$ cat src/rtl/smlr_pkg.sv
`default_nettype none

package smlr_pkg;

    // Field and word widths
    localparam int SAMPLE_W = 16;
    localparam int FRAC_W   = 16;
    localparam int TDATA_W  = 2 * SAMPLE_W;

    // Signal path: 40-bit values with 16 fraction bits, Q2.30 coefficients
    localparam int SIG_W      = 40;
    localparam int COEF_W     = 32;
    localparam int COEF_FRAC  = 30;
    localparam int PROD_W     = SIG_W + COEF_W;
    localparam int RND_W      = PROD_W - COEF_FRAC;
    localparam int SUM_W      = (RND_W > SIG_W + 3) ? RND_W : SIG_W + 3;

    // Digit-serial multiplier: coefficient digits, most significant first
    localparam int DIGIT_W    = 8;
    localparam int NUM_DIGITS = COEF_W / DIGIT_W;
    localparam int CNT_W      = (NUM_DIGITS > 1) ? $clog2(NUM_DIGITS) : 1;
    localparam int PP_W       = SIG_W + DIGIT_W + 1;

    // Rounding bias, entered with the top digit so that the later shifts
    // place it at half an LSB of the rounded product.
    localparam int RND_SHIFT  = COEF_FRAC - 1 - (NUM_DIGITS - 1) * DIGIT_W;
    localparam logic [PROD_W-1:0] RND_SEED = {{(PROD_W-1){1'b0}}, 1'b1} << RND_SHIFT;

    // Output scale 0.99 as 64881/65536
    localparam int SCL_SHIFT = 2 * FRAC_W;
    localparam int SCL_Q_W   = PROD_W - SCL_SHIFT;
    localparam logic signed [COEF_W-1:0] SCALE_COEF = 32'sd64881;

    // Configuration register indexes
    localparam int CFG_IDX_W = 3;
    localparam logic [CFG_IDX_W-1:0] REG_LOW_B0  = 3'd0;
    localparam logic [CFG_IDX_W-1:0] REG_LOW_B1  = 3'd1;
    localparam logic [CFG_IDX_W-1:0] REG_LOW_B2  = 3'd2;
    localparam logic [CFG_IDX_W-1:0] REG_HIGH_B0 = 3'd3;
    localparam logic [CFG_IDX_W-1:0] REG_HIGH_B1 = 3'd4;
    localparam logic [CFG_IDX_W-1:0] REG_HIGH_B2 = 3'd5;
    localparam logic [CFG_IDX_W-1:0] REG_FB_A1   = 3'd6;
    localparam logic [CFG_IDX_W-1:0] REG_FB_A2   = 3'd7;

    typedef struct packed {
        logic signed [COEF_W-1:0] low_b0;
        logic signed [COEF_W-1:0] low_b1;
        logic signed [COEF_W-1:0] low_b2;
        logic signed [COEF_W-1:0] high_b0;
        logic signed [COEF_W-1:0] high_b1;
        logic signed [COEF_W-1:0] high_b2;
        logic signed [COEF_W-1:0] fb_a1;
        logic signed [COEF_W-1:0] fb_a2;
    } coef_set_t;

    // LR4 crossover coefficients
    localparam coef_set_t COEF_RESET = '{
        low_b0:  32'sd4204909,
        low_b1:  32'sd8409818,
        low_b2:  32'sd4204909,
        high_b0: 32'sd978808732,
        high_b1: -32'sd1957617463,
        high_b2: 32'sd978808732,
        fb_a1:   32'sd1949207645,
        fb_a2:   -32'sd892285457
    };

    typedef struct packed {
        logic                     start;
        logic                     rnd;
        logic signed [SIG_W-1:0]  sig;
        logic signed [COEF_W-1:0] coef;
    } mul_req_t;

    typedef struct packed {
        logic                     busy;
        logic                     done;
        logic signed [PROD_W-1:0] prod;
    } mul_rsp_t;

    typedef struct packed {
        logic                       valid;
        logic signed [SAMPLE_W-1:0] low_band;
        logic signed [SAMPLE_W-1:0] high_band;
    } result_t;

    // Mono sample as a signal word: integer part over 16 zero fraction bits
    function automatic logic signed [SIG_W-1:0] ext_mono(input logic signed [SAMPLE_W-1:0] m);
        return {{(SIG_W-SAMPLE_W-FRAC_W){m[SAMPLE_W-1]}}, m, {FRAC_W{1'b0}}};
    endfunction

    // Clamp a wide sum to the signal range
    function automatic logic signed [SIG_W-1:0] sat_sig(input logic signed [SUM_W-1:0] v);
        logic signed [SIG_W-1:0] lo;
        lo = v[SIG_W-1:0];
        if (v == {{(SUM_W-SIG_W){lo[SIG_W-1]}}, lo}) begin
            return lo;
        end
        return v[SUM_W-1] ? {1'b1, {(SIG_W-1){1'b0}}} : {1'b0, {(SIG_W-1){1'b1}}};
    endfunction

    // Drop the coefficient fraction (bias already added) and clamp
    function automatic logic signed [SIG_W-1:0] round_term(input logic signed [PROD_W-1:0] p);
        logic signed [RND_W-1:0] r;
        r = p[PROD_W-1:COEF_FRAC];
        return sat_sig(SUM_W'(r));
    endfunction

    // Scaled band value: truncate toward zero, clamp to a 16-bit sample
    function automatic logic signed [SAMPLE_W-1:0] scale_to_sample(
        input logic signed [PROD_W-1:0] p
    );
        logic signed [SCL_Q_W-1:0]  q;
        logic signed [SAMPLE_W-1:0] lo;
        q = p[PROD_W-1:SCL_SHIFT];
        if (p[PROD_W-1] && (p[SCL_SHIFT-1:0] != '0)) begin
            q = q + SCL_Q_W'(1);
        end
        lo = q[SAMPLE_W-1:0];
        if (q == {{(SCL_Q_W-SAMPLE_W){lo[SAMPLE_W-1]}}, lo}) begin
            return lo;
        end
        return q[SCL_Q_W-1] ? {1'b1, {(SAMPLE_W-1){1'b0}}} : {1'b0, {(SAMPLE_W-1){1'b1}}};
    endfunction

endpackage

`default_nettype wire

$ cat src/rtl/smlr_digit_mul.sv
`default_nettype none

// Signal x coefficient, one coefficient digit per cycle, top digit first.
// The product is exact; the optional bias sits at half an LSB of the
// rounded result.
module smlr_digit_mul (
    input  wire logic               aclk,
    input  wire logic               aresetn,
    input  wire smlr_pkg::mul_req_t req,
    output smlr_pkg::mul_rsp_t      rsp
);

    logic                                   busy_reg;
    logic [smlr_pkg::CNT_W-1:0]             cnt_reg;
    logic                                   rnd_reg;
    logic signed [smlr_pkg::SIG_W-1:0]      sig_reg;
    logic [smlr_pkg::COEF_W-1:0]            coef_sh_reg;
    logic signed [smlr_pkg::PROD_W-1:0]     acc_reg;
    logic signed [smlr_pkg::PROD_W-1:0]     acc_next;

    logic [smlr_pkg::DIGIT_W-1:0]           digit;
    logic signed [smlr_pkg::DIGIT_W:0]      digit_ext;
    logic signed [smlr_pkg::PP_W-1:0]       pp;
    logic signed [smlr_pkg::PROD_W-1:0]     pp_ext;
    logic                                   first;
    logic                                   last;

    // Partial product of the current digit; the top digit carries the sign
    always_comb begin
        digit     = coef_sh_reg[smlr_pkg::COEF_W-1 -: smlr_pkg::DIGIT_W];
        first     = (cnt_reg == '0);
        last      = (cnt_reg == smlr_pkg::CNT_W'(smlr_pkg::NUM_DIGITS - 1));
        digit_ext = first ? {digit[smlr_pkg::DIGIT_W-1], digit} : {1'b0, digit};
        pp        = sig_reg * digit_ext;
        pp_ext    = smlr_pkg::PROD_W'(pp);
        if (first) begin
            acc_next = pp_ext + (rnd_reg ? smlr_pkg::RND_SEED : '0);
        end else begin
            acc_next = (acc_reg <<< smlr_pkg::DIGIT_W) + pp_ext;
        end
    end

    // Control
    always_ff @(posedge aclk) begin
        if (!aresetn) begin
            busy_reg <= 1'b0;
            cnt_reg  <= '0;
        end else if (req.start) begin
            busy_reg <= 1'b1;
            cnt_reg  <= '0;
        end else if (busy_reg) begin
            cnt_reg <= cnt_reg + smlr_pkg::CNT_W'(1);
            if (last) begin
                busy_reg <= 1'b0;
            end
        end
    end

    // Operand shift register and accumulator
    always_ff @(posedge aclk) begin
        if (req.start) begin
            sig_reg     <= req.sig;
            coef_sh_reg <= req.coef;
            rnd_reg     <= req.rnd;
        end else if (busy_reg) begin
            coef_sh_reg <= coef_sh_reg << smlr_pkg::DIGIT_W;
            acc_reg     <= acc_next;
        end
    end

    assign rsp.busy = busy_reg;
    assign rsp.done = busy_reg && last;
    assign rsp.prod = acc_reg;

`ifndef SYNTHESIS
    a_start_idle: assert property (@(posedge aclk) disable iff (!aresetn)
        req.start |-> !busy_reg)
        else $error("multiplier started while busy");

    a_start_loads: assert property (@(posedge aclk) disable iff (!aresetn)
        req.start |=> busy_reg && (cnt_reg == '0))
        else $error("multiplier did not begin at the top digit");

    a_done_frees: assert property (@(posedge aclk) disable iff (!aresetn)
        rsp.done |=> !busy_reg)
        else $error("multiplier stayed busy after its last digit");
`endif

endmodule

`default_nettype wire

$ cat src/rtl/smlr_engine.sv
`default_nettype none

// Sequencer for the two bands: each band is two biquads of five products,
// then the 0.99 output scale. All products go through one digit-serial
// multiplier.
module smlr_engine (
    input  wire logic                              aclk,
    input  wire logic                              aresetn,
    input  wire logic                              start,
    input  wire logic signed [smlr_pkg::SAMPLE_W-1:0] mono,
    input  wire smlr_pkg::coef_set_t               coefs,
    input  wire logic                              res_take,
    output logic                                   ready,
    output smlr_pkg::result_t                      res
);

    typedef enum logic [6:0] {
        ST_IDLE  = 7'b0000001,
        ST_ISSUE = 7'b0000010,
        ST_WAIT  = 7'b0000100,
        ST_ACC   = 7'b0001000,
        ST_STORE = 7'b0010000,
        ST_SCALE = 7'b0100000,
        ST_DONE  = 7'b1000000
    } state_t;

    // Term codes within one biquad
    localparam logic [2:0] TERM_B0 = 3'd0;
    localparam logic [2:0] TERM_B1 = 3'd1;
    localparam logic [2:0] TERM_B2 = 3'd2;
    localparam logic [2:0] TERM_A1 = 3'd3;
    localparam logic [2:0] TERM_A2 = 3'd4;

    state_t     state_reg, state_next;
    logic [2:0] term_reg, term_next;
    logic       stage_reg, stage_next;   // 0: first biquad, 1: second
    logic       band_reg, band_next;     // 0: low, 1: high
    logic       scl_reg, scl_next;       // output scale product in flight

    // Mono history is the same for both bands, so it is kept once
    logic signed [smlr_pkg::SAMPLE_W-1:0] mono_cur_reg, mono_h0_reg, mono_h1_reg;
    logic signed [smlr_pkg::SIG_W-1:0]    lo_f0_reg, lo_f1_reg, lo_s0_reg, lo_s1_reg;
    logic signed [smlr_pkg::SIG_W-1:0]    hi_f0_reg, hi_f1_reg, hi_s0_reg, hi_s1_reg;
    logic signed [smlr_pkg::SIG_W-1:0]    y1_reg, y2_reg;
    logic signed [smlr_pkg::SUM_W-1:0]    sum_reg;
    logic signed [smlr_pkg::SAMPLE_W-1:0] low_out_reg, high_out_reg;

    logic signed [smlr_pkg::SIG_W-1:0]    f0_sel, f1_sel, s0_sel, s1_sel;
    logic signed [smlr_pkg::SIG_W-1:0]    term_val;
    logic signed [smlr_pkg::SIG_W-1:0]    y_sat;
    smlr_pkg::mul_req_t                   mul_req;
    smlr_pkg::mul_rsp_t                   mul_rsp;

    smlr_digit_mul u_mul (
        .aclk    (aclk),
        .aresetn (aresetn),
        .req     (mul_req),
        .rsp     (mul_rsp)
    );

    // Band history select
    assign f0_sel = band_reg ? hi_f0_reg : lo_f0_reg;
    assign f1_sel = band_reg ? hi_f1_reg : lo_f1_reg;
    assign s0_sel = band_reg ? hi_s0_reg : lo_s0_reg;
    assign s1_sel = band_reg ? hi_s1_reg : lo_s1_reg;

    // Operand select for the next product
    always_comb begin
        mul_req.start = (state_reg == ST_ISSUE);
        mul_req.rnd   = !scl_reg;
        mul_req.sig   = '0;
        mul_req.coef  = '0;
        if (scl_reg) begin
            mul_req.sig  = y2_reg;
            mul_req.coef = smlr_pkg::SCALE_COEF;
        end else begin
            case (term_reg)
                TERM_B0: begin
                    mul_req.sig  = stage_reg ? y1_reg : smlr_pkg::ext_mono(mono_cur_reg);
                    mul_req.coef = band_reg ? coefs.high_b0 : coefs.low_b0;
                end
                TERM_B1: begin
                    mul_req.sig  = stage_reg ? f0_sel : smlr_pkg::ext_mono(mono_h0_reg);
                    mul_req.coef = band_reg ? coefs.high_b1 : coefs.low_b1;
                end
                TERM_B2: begin
                    mul_req.sig  = stage_reg ? f1_sel : smlr_pkg::ext_mono(mono_h1_reg);
                    mul_req.coef = band_reg ? coefs.high_b2 : coefs.low_b2;
                end
                TERM_A1: begin
                    mul_req.sig  = stage_reg ? s0_sel : f0_sel;
                    mul_req.coef = coefs.fb_a1;
                end
                TERM_A2: begin
                    mul_req.sig  = stage_reg ? s1_sel : f1_sel;
                    mul_req.coef = coefs.fb_a2;
                end
                default: begin
                    mul_req.sig  = '0;
                    mul_req.coef = '0;
                end
            endcase
        end
    end

    assign term_val = smlr_pkg::round_term(mul_rsp.prod);
    assign y_sat    = smlr_pkg::sat_sig(sum_reg);

    // Sequencer
    always_comb begin
        state_next = state_reg;
        term_next  = term_reg;
        stage_next = stage_reg;
        band_next  = band_reg;
        scl_next   = scl_reg;
        case (state_reg)
            ST_IDLE: begin
                if (start) begin
                    term_next  = TERM_B0;
                    stage_next = 1'b0;
                    band_next  = 1'b0;
                    scl_next   = 1'b0;
                    state_next = ST_ISSUE;
                end
            end
            ST_ISSUE: begin
                state_next = ST_WAIT;
            end
            ST_WAIT: begin
                if (mul_rsp.done) begin
                    state_next = scl_reg ? ST_SCALE : ST_ACC;
                end
            end
            ST_ACC: begin
                if (term_reg == TERM_A2) begin
                    state_next = ST_STORE;
                end else begin
                    term_next  = term_reg + 3'd1;
                    state_next = ST_ISSUE;
                end
            end
            ST_STORE: begin
                if (!stage_reg) begin
                    stage_next = 1'b1;
                    term_next  = TERM_B0;
                end else begin
                    scl_next = 1'b1;
                end
                state_next = ST_ISSUE;
            end
            ST_SCALE: begin
                scl_next = 1'b0;
                if (!band_reg) begin
                    band_next  = 1'b1;
                    stage_next = 1'b0;
                    term_next  = TERM_B0;
                    state_next = ST_ISSUE;
                end else begin
                    state_next = ST_DONE;
                end
            end
            ST_DONE: begin
                if (res_take) begin
                    state_next = ST_IDLE;
                end
            end
            default: begin
                state_next = ST_IDLE;
            end
        endcase
    end

    always_ff @(posedge aclk) begin
        if (!aresetn) begin
            state_reg <= ST_IDLE;
            term_reg  <= TERM_B0;
            stage_reg <= 1'b0;
            band_reg  <= 1'b0;
            scl_reg   <= 1'b0;
        end else begin
            state_reg <= state_next;
            term_reg  <= term_next;
            stage_reg <= stage_next;
            band_reg  <= band_next;
            scl_reg   <= scl_next;
        end
    end

    // Filter history, cleared by reset
    always_ff @(posedge aclk) begin
        if (!aresetn) begin
            mono_h0_reg <= '0;
            mono_h1_reg <= '0;
            lo_f0_reg   <= '0;
            lo_f1_reg   <= '0;
            lo_s0_reg   <= '0;
            lo_s1_reg   <= '0;
            hi_f0_reg   <= '0;
            hi_f1_reg   <= '0;
            hi_s0_reg   <= '0;
            hi_s1_reg   <= '0;
        end else begin
            // band history moves once the second biquad has its output
            if (state_reg == ST_STORE && stage_reg) begin
                if (band_reg) begin
                    hi_f1_reg <= hi_f0_reg;
                    hi_f0_reg <= y1_reg;
                    hi_s1_reg <= hi_s0_reg;
                    hi_s0_reg <= y_sat;
                end else begin
                    lo_f1_reg <= lo_f0_reg;
                    lo_f0_reg <= y1_reg;
                    lo_s1_reg <= lo_s0_reg;
                    lo_s0_reg <= y_sat;
                end
            end
            // mono history moves after the high band is done with it
            if (state_reg == ST_SCALE && band_reg) begin
                mono_h1_reg <= mono_h0_reg;
                mono_h0_reg <= mono_cur_reg;
            end
        end
    end

    // Working values
    always_ff @(posedge aclk) begin
        if (state_reg == ST_IDLE && start) begin
            mono_cur_reg <= mono;
        end
        if (state_reg == ST_ACC) begin
            sum_reg <= (term_reg == TERM_B0) ? smlr_pkg::SUM_W'(term_val)
                                             : sum_reg + smlr_pkg::SUM_W'(term_val);
        end
        if (state_reg == ST_STORE) begin
            if (stage_reg) begin
                y2_reg <= y_sat;
            end else begin
                y1_reg <= y_sat;
            end
        end
        if (state_reg == ST_SCALE) begin
            if (band_reg) begin
                high_out_reg <= smlr_pkg::scale_to_sample(mul_rsp.prod);
            end else begin
                low_out_reg <= smlr_pkg::scale_to_sample(mul_rsp.prod);
            end
        end
    end

    assign ready         = (state_reg == ST_IDLE);
    assign res.valid     = (state_reg == ST_DONE);
    assign res.low_band  = low_out_reg;
    assign res.high_band = high_out_reg;

`ifndef SYNTHESIS
    a_done_when_waiting: assert property (@(posedge aclk) disable iff (!aresetn)
        mul_rsp.done |-> (state_reg == ST_WAIT))
        else $error("product arrived while sequencer was not waiting");

    a_store_after_five: assert property (@(posedge aclk) disable iff (!aresetn)
        (state_reg == ST_STORE) |-> (term_reg == TERM_A2))
        else $error("biquad sum stored before its fifth term");

    a_done_both_bands: assert property (@(posedge aclk) disable iff (!aresetn)
        (state_reg == ST_DONE) |-> (band_reg && !scl_reg))
        else $error("result offered before the high band was scaled");

    a_start_idle: assert property (@(posedge aclk) disable iff (!aresetn)
        start |-> (state_reg == ST_IDLE))
        else $error("frame started while the sequencer was busy");
`endif

endmodule

`default_nettype wire

$ cat src/rtl/stereo_mono_lr4_crossover_core.sv
`default_nettype none

// Channel   Dir  Handshake            Word
// s_        in   s_tvalid/s_tready    s_tdata: left_sample[15:0], right_sample[31:16]
// m_        out  m_tvalid/m_tready    m_tdata: low_band[15:0], high_band[31:16]
// cfg_wr_   in   cfg_wr_en            cfg_wr_index selects, cfg_wr_data[31:0] value
//
// Each frame runs 22 products on the shared multiplier, with one 40x8 digit step
// per coefficient byte plus issue and accumulate for each, then 4 biquad stores
// and a handoff through the done and idle states.
// A new frame is taken while the previous result waits in the output register.
// aresetn is synchronous: it clears all filter history and loads the LR4
// coefficients. Configuration writes take effect at once and belong between frames.
module stereo_mono_lr4_crossover_core (
    input  wire logic                                 aclk,
    input  wire logic                                 aresetn,
    input  wire logic                                 s_tvalid,
    output logic                                      s_tready,
    input  wire logic [smlr_pkg::TDATA_W-1:0]         s_tdata,   // left_sample, right_sample
    output logic                                      m_tvalid,
    input  wire logic                                 m_tready,
    output logic [smlr_pkg::TDATA_W-1:0]              m_tdata,   // low_band, high_band
    input  wire logic                                 cfg_wr_en,
    input  wire logic [smlr_pkg::CFG_IDX_W-1:0]       cfg_wr_index,
    input  wire logic [smlr_pkg::COEF_W-1:0]          cfg_wr_data
);

    smlr_pkg::coef_set_t                  coefs_reg;
    logic                                 m_tvalid_reg;
    logic [smlr_pkg::TDATA_W-1:0]         m_tdata_reg;

    logic signed [smlr_pkg::SAMPLE_W-1:0] left_s, right_s;
    logic signed [smlr_pkg::SAMPLE_W:0]   mix_sum, mix_adj;
    logic signed [smlr_pkg::SAMPLE_W-1:0] mono;
    logic                                 eng_ready;
    logic                                 start;
    logic                                 res_take;
    smlr_pkg::result_t                    res;

    // Coefficient registers
    always_ff @(posedge aclk) begin
        if (!aresetn) begin
            coefs_reg <= smlr_pkg::COEF_RESET;
        end else if (cfg_wr_en) begin
            case (cfg_wr_index)
                smlr_pkg::REG_LOW_B0:  coefs_reg.low_b0  <= cfg_wr_data;
                smlr_pkg::REG_LOW_B1:  coefs_reg.low_b1  <= cfg_wr_data;
                smlr_pkg::REG_LOW_B2:  coefs_reg.low_b2  <= cfg_wr_data;
                smlr_pkg::REG_HIGH_B0: coefs_reg.high_b0 <= cfg_wr_data;
                smlr_pkg::REG_HIGH_B1: coefs_reg.high_b1 <= cfg_wr_data;
                smlr_pkg::REG_HIGH_B2: coefs_reg.high_b2 <= cfg_wr_data;
                smlr_pkg::REG_FB_A1:   coefs_reg.fb_a1   <= cfg_wr_data;
                smlr_pkg::REG_FB_A2:   coefs_reg.fb_a2   <= cfg_wr_data;
                default: ;
            endcase
        end
    end

    // Mono mix: (left + right) / 2, truncated toward zero
    always_comb begin
        left_s  = s_tdata[smlr_pkg::SAMPLE_W-1:0];
        right_s = s_tdata[smlr_pkg::TDATA_W-1:smlr_pkg::SAMPLE_W];
        mix_sum = (smlr_pkg::SAMPLE_W+1)'(left_s) + (smlr_pkg::SAMPLE_W+1)'(right_s);
        mix_adj = mix_sum + {{smlr_pkg::SAMPLE_W{1'b0}}, mix_sum[smlr_pkg::SAMPLE_W]};
        mono    = mix_adj[smlr_pkg::SAMPLE_W:1];
    end

    assign s_tready = eng_ready;
    assign start    = s_tvalid && eng_ready;

    smlr_engine u_engine (
        .aclk     (aclk),
        .aresetn  (aresetn),
        .start    (start),
        .mono     (mono),
        .coefs    (coefs_reg),
        .res_take (res_take),
        .ready    (eng_ready),
        .res      (res)
    );

    // Output register: loads when empty or being drained
    assign res_take = res.valid && (!m_tvalid_reg || m_tready);

    always_ff @(posedge aclk) begin
        if (!aresetn) begin
            m_tvalid_reg <= 1'b0;
        end else if (res_take) begin
            m_tvalid_reg <= 1'b1;
        end else if (m_tready) begin
            m_tvalid_reg <= 1'b0;
        end
    end

    always_ff @(posedge aclk) begin
        if (res_take) begin
            m_tdata_reg <= {res.high_band, res.low_band};
        end
    end

    assign m_tvalid = m_tvalid_reg;
    assign m_tdata  = m_tdata_reg;

endmodule

`default_nettype wire

$ cat config.mk
export PLATFORM = sky130hd
export DESIGN_NAME = stereo_mono_lr4_crossover_core
export DESIGN_NICKNAME = d
export VERILOG_FILES = /design/src/rtl/smlr_pkg.sv /design/src/rtl/smlr_digit_mul.sv /design/src/rtl/smlr_engine.sv /design/src/rtl/stereo_mono_lr4_crossover_core.sv
export SDC_FILE = /design/constraint.sdc
export NUM_CORES = 2
export LEC_CHECK = 0
export ABC_CLOCK_PERIOD_IN_PS = 12100
export BUFFER_PORTS_ARGS = -buffer_cell sky130_fd_sc_hd__buf_2
export CAP_MARGIN = 20
export CORE_MARGIN = 2
export CORE_UTILIZATION = 64
export CTS_CLUSTER_DIAMETER = 150
export DETAILED_ROUTE_END_ITERATION = 10
export GPL_ROUTABILITY_DRIVEN = 0
export PLACE_DENSITY = 0.84
export SLEW_MARGIN = 20
export SYNTH_ARGS = -nofsm -noshare
export SYNTH_HDL_FRONTEND = slang
export SYNTH_SLANG_ARGS = --single-unit
$ cat constraint.sdc
create_clock -name aclk -period 12.1 [get_ports aclk]
set_clock_uncertainty 0.05 [all_clocks]
set_input_delay 0 -clock aclk [delete_from_list [all_inputs] [get_ports aclk]]
set_output_delay 0 -clock aclk [all_outputs]
set_load 0.01 [all_outputs]
* Word level (Yosys, flattened, before mapping)
Index checks and enable logic that the tools add are counted.
Operators by class: add/subtract/negate cells 8, $mul 1, equality and inequality tests 30, mux-type cells 68, bitwise operators 4, reduce and logical (&&, ||, !) cells 40
Operator list (number):
- 40-bit 2-to-1 mux | 20
- 72-bit one-hot mux with 5 select lines | 1
- 32-bit 2-to-1 mux | 5
- 72-bit 2-to-1 mux | 2
- 16-bit 2-to-1 mux | 6
- 72-bit by 49-bit adder with 72-bit output | 1
- 49-bit by 7-bit adder with 50-bit output | 1
- 40-bit by 9-bit multiplier with 49-bit output | 1
- 7-bit one-hot mux with 7 select lines | 1
- 24-bit == test | 2
- 43-bit by 40-bit adder with 43-bit output | 1
- 43-bit 2-to-1 mux | 1
- 40-bit by 2-bit adder with 40-bit output, second input constant | 1
- 2-bit AND reduction | 16
- 32-bit nonzero test | 1
- 7-bit 2-to-1 mux | 4
- 16-bit by 16-bit adder with 17-bit output | 1
- 17-bit by 1-bit adder with 17-bit output | 1
- 1-bit 2-to-1 mux | 16
- 3-bit == test, second input constant | 5
- 3-bit by 2-bit == test with 1-bit output, second input constant | 4
- 3-bit 2-to-1 mux | 4
- 6-bit 2-to-1 mux | 2
- 3-bit one-hot mux with 4 select lines | 1
- other kinds (30) | 53
Storage, ports and cells: register bits 973, input port bits 72, output and inout bits 34, word-level logic and storage cells 188

* Logic depth before layout (Yosys ltp)
word-level depth 10, gate-level depth with buffers 37, mapped depth without buffers 34

* By module
A second synthesis with hierarchy kept.
Unflattened totals: cell total of the unflattened synthesis 7228, area, all modules 64703.3 sq um
By module, submodules not included:
- smlr_engine | times used 1, cells an instance 3375, area each 30158.9 sq um
- smlr_digit_mul | times used 1, cells an instance 2520, area each 23228.5 sq um
- stereo_mono_lr4_crossover_core | times used 1, cells an instance 1333, area each 11315.9 sq um

* Least setup slack after synthesis
No wires, ideal clock.
kind flip-flop to flip-flop, start point register u_engine.u_mul.cnt_reg[0] (netlist name), end point register u_engine.u_mul.acc_reg[67] (netlist name) (data pin), arrival 9.175 ns, data required time 11.784 ns, setup slack 2.609 ns, cell stages (with the launch flop) 35, clock period less this slack 9.491 ns, path through dfxtp_1 -> inv_1 -> ha_1 -> clkbuf_1 -> nand2_1 -> or2_2 -> fa_1 -> fa_1 -> inv_1 -> fa_1 -> fa_1 -> inv_1 -> fa_1 -> inv_1 -> ha_1 -> o21a_1 -> a21oi_1 -> a211oi_1 -> o21ba_2 -> o21a_1 -> or4_1 -> a31oi_1 -> xnor2_1 -> ha_1 -> a21o_1 -> a211o_1 -> a21o_1 -> o21ai_0 -> o21ba_2 -> o31ai_1 -> a221oi_1 -> o21ba_2 -> o21ai_0 -> xnor2_1 -> o21ai_1
Between the ends: cells in the longest elaborated chain, start to end 5
RTL lines:
- start: declaration | line smlr_digit_mul.sv:14 | logic [smlr_pkg::CNT_W-1:0] cnt_reg;
- start signal: assignment | line smlr_digit_mul.sv:52 | cnt_reg <= cnt_reg + smlr_pkg::CNT_W'(1);
- 2-bit logical NOT (*) | line smlr_digit_mul.sv:31 | first = (cnt_reg == '0);
- 9-bit 2-to-1 mux | line smlr_digit_mul.sv:33 | digit_ext = first ? {digit[smlr_pkg::DIGIT_W-1], digit} : {1'b0, digit};
- 40-bit by 9-bit multiplier with 49-bit output | line smlr_digit_mul.sv:34 | pp = sig_reg * digit_ext;
- 72-bit by 49-bit adder with 72-bit output / 49-bit by 7-bit adder with 50-bit output (equally long branches) | line smlr_digit_mul.sv:39, smlr_digit_mul.sv:37
- 72-bit 2-to-1 mux (*) | line smlr_digit_mul.sv:36 | if (first) begin
- net u_engine.u_mul.acc_next (one bit) | line smlr_digit_mul.sv:19 | logic signed [smlr_pkg::PROD_W-1:0] acc_next;
- end signal: assignment | line smlr_digit_mul.sv:67 | acc_reg <= acc_next;
- end: declaration | line smlr_digit_mul.sv:18 | logic signed [smlr_pkg::PROD_W-1:0] acc_reg;
Mark *: on every way through the listed nets, which the timed path passes. The rest lies on a longest branch. A chain may end at the register's enable or synchronous reset.

* Final worst setup path
start point register u_engine.u_mul.cnt_reg[0] (netlist name), end point register u_engine.u_mul.acc_reg[71] (netlist name) (data pin)
Same word-level chain as after synthesis.

==> summary.txt <==
LOGIC SYNTHESIS
--------------------------------------------------------------------------------
Most frequently used flop master after synthesis ..................      dfxtp_1
Number of enable-type register cells in the synthesized netlist ...          348
Synth top cells by count .......................................... 1566 x nand2_1, 625 x dfxtp_1, 428 x a21boi_0, 394 x clkbuf_1, 375 x inv_1
Total of warnings raised by yosys .................................            0
Average footprint of a synthesized cell ...........................     8.84 um2
Share of the synthesized area in the top cell type ................        19.9%
Post-synthesis cell type count ....................................           97
Synthesized area ..................................................   0.0629 mm2
Register bit count reported by yosys ..............................          973
Post-synthesis cell count .........................................         7112
Post-synthesis async set-or-reset flop share ......................           0%
Post-Synthesis Net Count ..........................................         7716
Synth top area cells .............................................. dfxtp_1 20%, edfxtp_1 17%, nand2_1 9.4%
Library cell with the highest instance count after synthesis ......      nand2_1
Top cell type by total area after synthesis .......................      dfxtp_1
Sequential-to-total area share from yosys stat ....................        36.5%

WORST HOLD PATH
--------------------------------------------------------------------------------
Worst Hold Depth ..................................................            6
Worst Min Path Start ..............................................   s_tdata[1]
Class of the tightest hold or removal check .......................    in -> reg
Capture endpoint of the worst hold path ........................... u_engine.mono_cur_reg[9]$_DFFE_PP_

TIMING
--------------------------------------------------------------------------------
Post-route setup TNS ..............................................         0 ps
Worst-margin pin slew .............................................      1180 ps
Relative max-transition margin ....................................        21.5%
Maximum clock frequency ...........................................     94.8 MHz
Final slew viol count .............................................            0
Shortest period the worst path allows .............................     10550 ps
Setup repair after global routing missed its margin ...............           no
Final Cycle Share .................................................        87.2%
Final setup fails .................................................            0
Slack of the critical path ........................................      1550 ps
Hold violation total from the final report ........................            0

FINISH
--------------------------------------------------------------------------------
Fill cell instance count of the final layout ......................         7055
Area occupied by multi-input gates ................................   0.0368 mm2
Layout Nets .......................................................         7602
Fraction of layout cells with a size suffix above 1 ...............        5.90%
Area added between synthesis and finish ...........................        8.49%
Final core occ ....................................................        70.3%
Sequential cell area ..............................................   0.0230 mm2
Max reg flops .....................................................          256

GLOBAL ROUTE
--------------------------------------------------------------------------------
Total congestion overflow after global routing ....................            0
Number of antenna violations at the first check in global routing .            8
Pin count of the biggest net entering global routing ..............          295
Global-route wire length before repair ............................    280000 um
Vias in the first global route ....................................        52700
Global routing met2 resource utilization ..........................        55.3%
All-Layer GR Usage ................................................        34.7%
M3 GR Usage .......................................................        8.19%
Met1 routing resource usage after global routing ..................        45.2%
Layer carrying the most global-route usage ........................         met2

CRITICAL PATH
--------------------------------------------------------------------------------
Reg-to-Reg Start .................................................. u_engine.u_mul.cnt_reg[0]$_SDFFE_PP0P_
Highest cell delay on the worst timing path .......................       600 ps
Type of origin of the critical path ...............................    flip-flop
Slowest library cell on the worst path ............................     a221oi_1
Reg-to-reg slack, setup ...........................................      1550 ps
End of the worst register-to-register path ........................ u_engine.u_mul.acc_reg[71]$_DFFE_PP_
Arrival time at the worst endpoint ................................     10880 ps
Most frequent cell on the critical path ...........................         fa_1
Highest fanout seen on the critical path ..........................           38
Reg2reg path depth ................................................           35
Critical Path RT ..................................................     12430 ps
Worst setup EP type ...............................................    flip-flop
Worst setup path class ............................................   reg -> reg

FLOORPLAN
--------------------------------------------------------------------------------
Core area .........................................................   0.0970 mm2
Initial cell density of the core ..................................        64.8%
Total I/O pin count ...............................................          106
DIE WIDTH .........................................................       317 um
Area of the die ...................................................    0.101 mm2
Std cell rows .....................................................          114
Die outline height ................................................       317 um

CLOCK NETWORK
--------------------------------------------------------------------------------
Root Buffer Master ................................................    clkbuf_16
Sink count of the clock tree ......................................          973
Total number of H-tree levels .....................................            3
Clock transition at the registers of the reported paths ...........        70 ps
Clock buffers created by TritonCTS ................................          100
Buffers from clock root to sink, at most ..........................            3
Post-cts repair resize count ......................................            0
CTS tree ..........................................................          yes
Later-pin clock latency in the skew report ........................       730 ps
Post-CTS Repair Setup Buffers .....................................            0

ROUTING
--------------------------------------------------------------------------------
Final routed wire length divided by cell count ....................      21.3 um
Routed WL .........................................................    178000 um
Length of the first detailed-routing pass in iterations ...........            8
Post-detailed-route count of antenna-violating nets ...............            0
DR iter-0 viols ...................................................         6035
Post-route DRC violation count ....................................            0
Drt via density ...................................................         6.45
Via total after detailed routing ..................................        54000

PLACE
--------------------------------------------------------------------------------
Post-DP HPWL ......................................................    114000 um
Port Buf Inserts ..................................................          105
Worst setup slack before clock tree synthesis .....................      1710 ps

RUN STATUS
--------------------------------------------------------------------------------
Status ............................................................ finished, final reports clean

FLOW RUN
--------------------------------------------------------------------------------
Number of maximum-capacitance constraint violations ...............            0

-- routing by layer --
metal  vias up  part of all wire (%)
li1      24300                     -
met1     25900                    39
met2      3101                    45
met3       626                    11
met4        10                   4.4
met5         -                 0.050
-- worst max-delay path, delay by kind of cell (launching register included) --
kind	cells	cell delay [ps]
compound gates	16	3620
xor+xnor	2	360
fa+ha+maj	8	3610
buf+inv	6	1050
flops	1	340
simple gates	3	1190
-- placed cells by master, fill, tap and decap left out, drive strengths merged, types with 18 or more instances in the layout --
cell and instances:
nand3 187, fa 290, a31oi 26, o31ai 18
o22ai 68, and2 226, o211a 87, nor2b 25
clkinv 22, o21ai 297, xnor2 138, inv 379
buf 175, o211ai 33, o2111ai 19, o21a 31
a21o 125, and3 28, a221oi 37, nor2 265
a21boi 428, dlygate4sd3 85, nand2 1566, clkbuf 158
nor4 30, xor2 91, dfxtp 625, mux2i 255
a211oi 56, o21bai 21, a21oi 284, ha 242
nor3 45, nand4 55, edfxtp 348, nand2b 41
-- metrics by stage --
step | cell area [um2] | std cells | hold WS, ps
after floorplan | 62900 | 7112 | 180
after global placement | 63800 | 8082 | 273
after detailed placement | 63800 | 8084 | 276
after CTS | 68100 | 8356 | 5.38
after global routing | 68200 | 8361 | 112
final | 68200 | 8363 | 89.5
-- cells by family (layout without fill, tap and decap cells) --
group / count (synthesis) / after routing / share of synthesized area [%]
other: 0 / 4 / 0
flip-flops: 973 / 973 / 36.5
XOR/XNOR: 229 / 229 / 3.19
AND/OR/NAND/NOR: 2563 / 2563 / 18.1
AO/OA/AOI/OAI: 1690 / 1690 / 18.6
buffers and inverters: 855 / 826 / 5.23
adder cells (fa/ha/maj): 532 / 532 / 14.1
multiplexers: 270 / 270 / 4.33
-- area by class of cell --
type / instances / area share [%]
clock inverters: 30 / 0.617
multi-input cells: 5284 / 53.9
diodes: 4 / 0.0147
inverters: 378 / 2.08
clock buffers: 157 / 4.39
repair buffers: 261 / 2.94
flip-flops and latches: 973 / 33.7
well taps: 1276 / 2.34
-- timing repair --
| action | 4_1_cts | 5_1_grt |
|---|---|---|
| endpoints found under the hold margin | 280 | 0 |
| hold buffers | 85 | 0 |
| setup endpoints to repair | 0 | 0 |
-- worst max-delay path by stage --
stage | to | from | slack, ps | cells after the start
floorplan | u_engine.u_mul.acc_reg[67]$_DFFE_PP_ | u_engine.u_mul.cnt_reg[0]$_SDFFE_PP0P_ | 2610 | 34
global placement | u_engine.u_mul.acc_reg[67]$_DFFE_PP_ | u_engine.u_mul.cnt_reg[0]$_SDFFE_PP0P_ | 1920 | 34
detailed placement | u_engine.u_mul.acc_reg[71]$_DFFE_PP_ | u_engine.u_mul.cnt_reg[0]$_SDFFE_PP0P_ | 1710 | 35
CTS | u_engine.u_mul.acc_reg[71]$_DFFE_PP_ | u_engine.u_mul.cnt_reg[0]$_SDFFE_PP0P_ | 1660 | 35
global route | u_engine.u_mul.acc_reg[71]$_DFFE_PP_ | u_engine.u_mul.cnt_reg[0]$_SDFFE_PP0P_ | 1130 | 34
finish | u_engine.u_mul.acc_reg[71]$_DFFE_PP_ | u_engine.u_mul.cnt_reg[0]$_SDFFE_PP0P_ | 1550 | 35
Power is left out: the tool's default activity adds up to more than one toggle a clock period on the data nets, which glitch-free logic cannot reach.
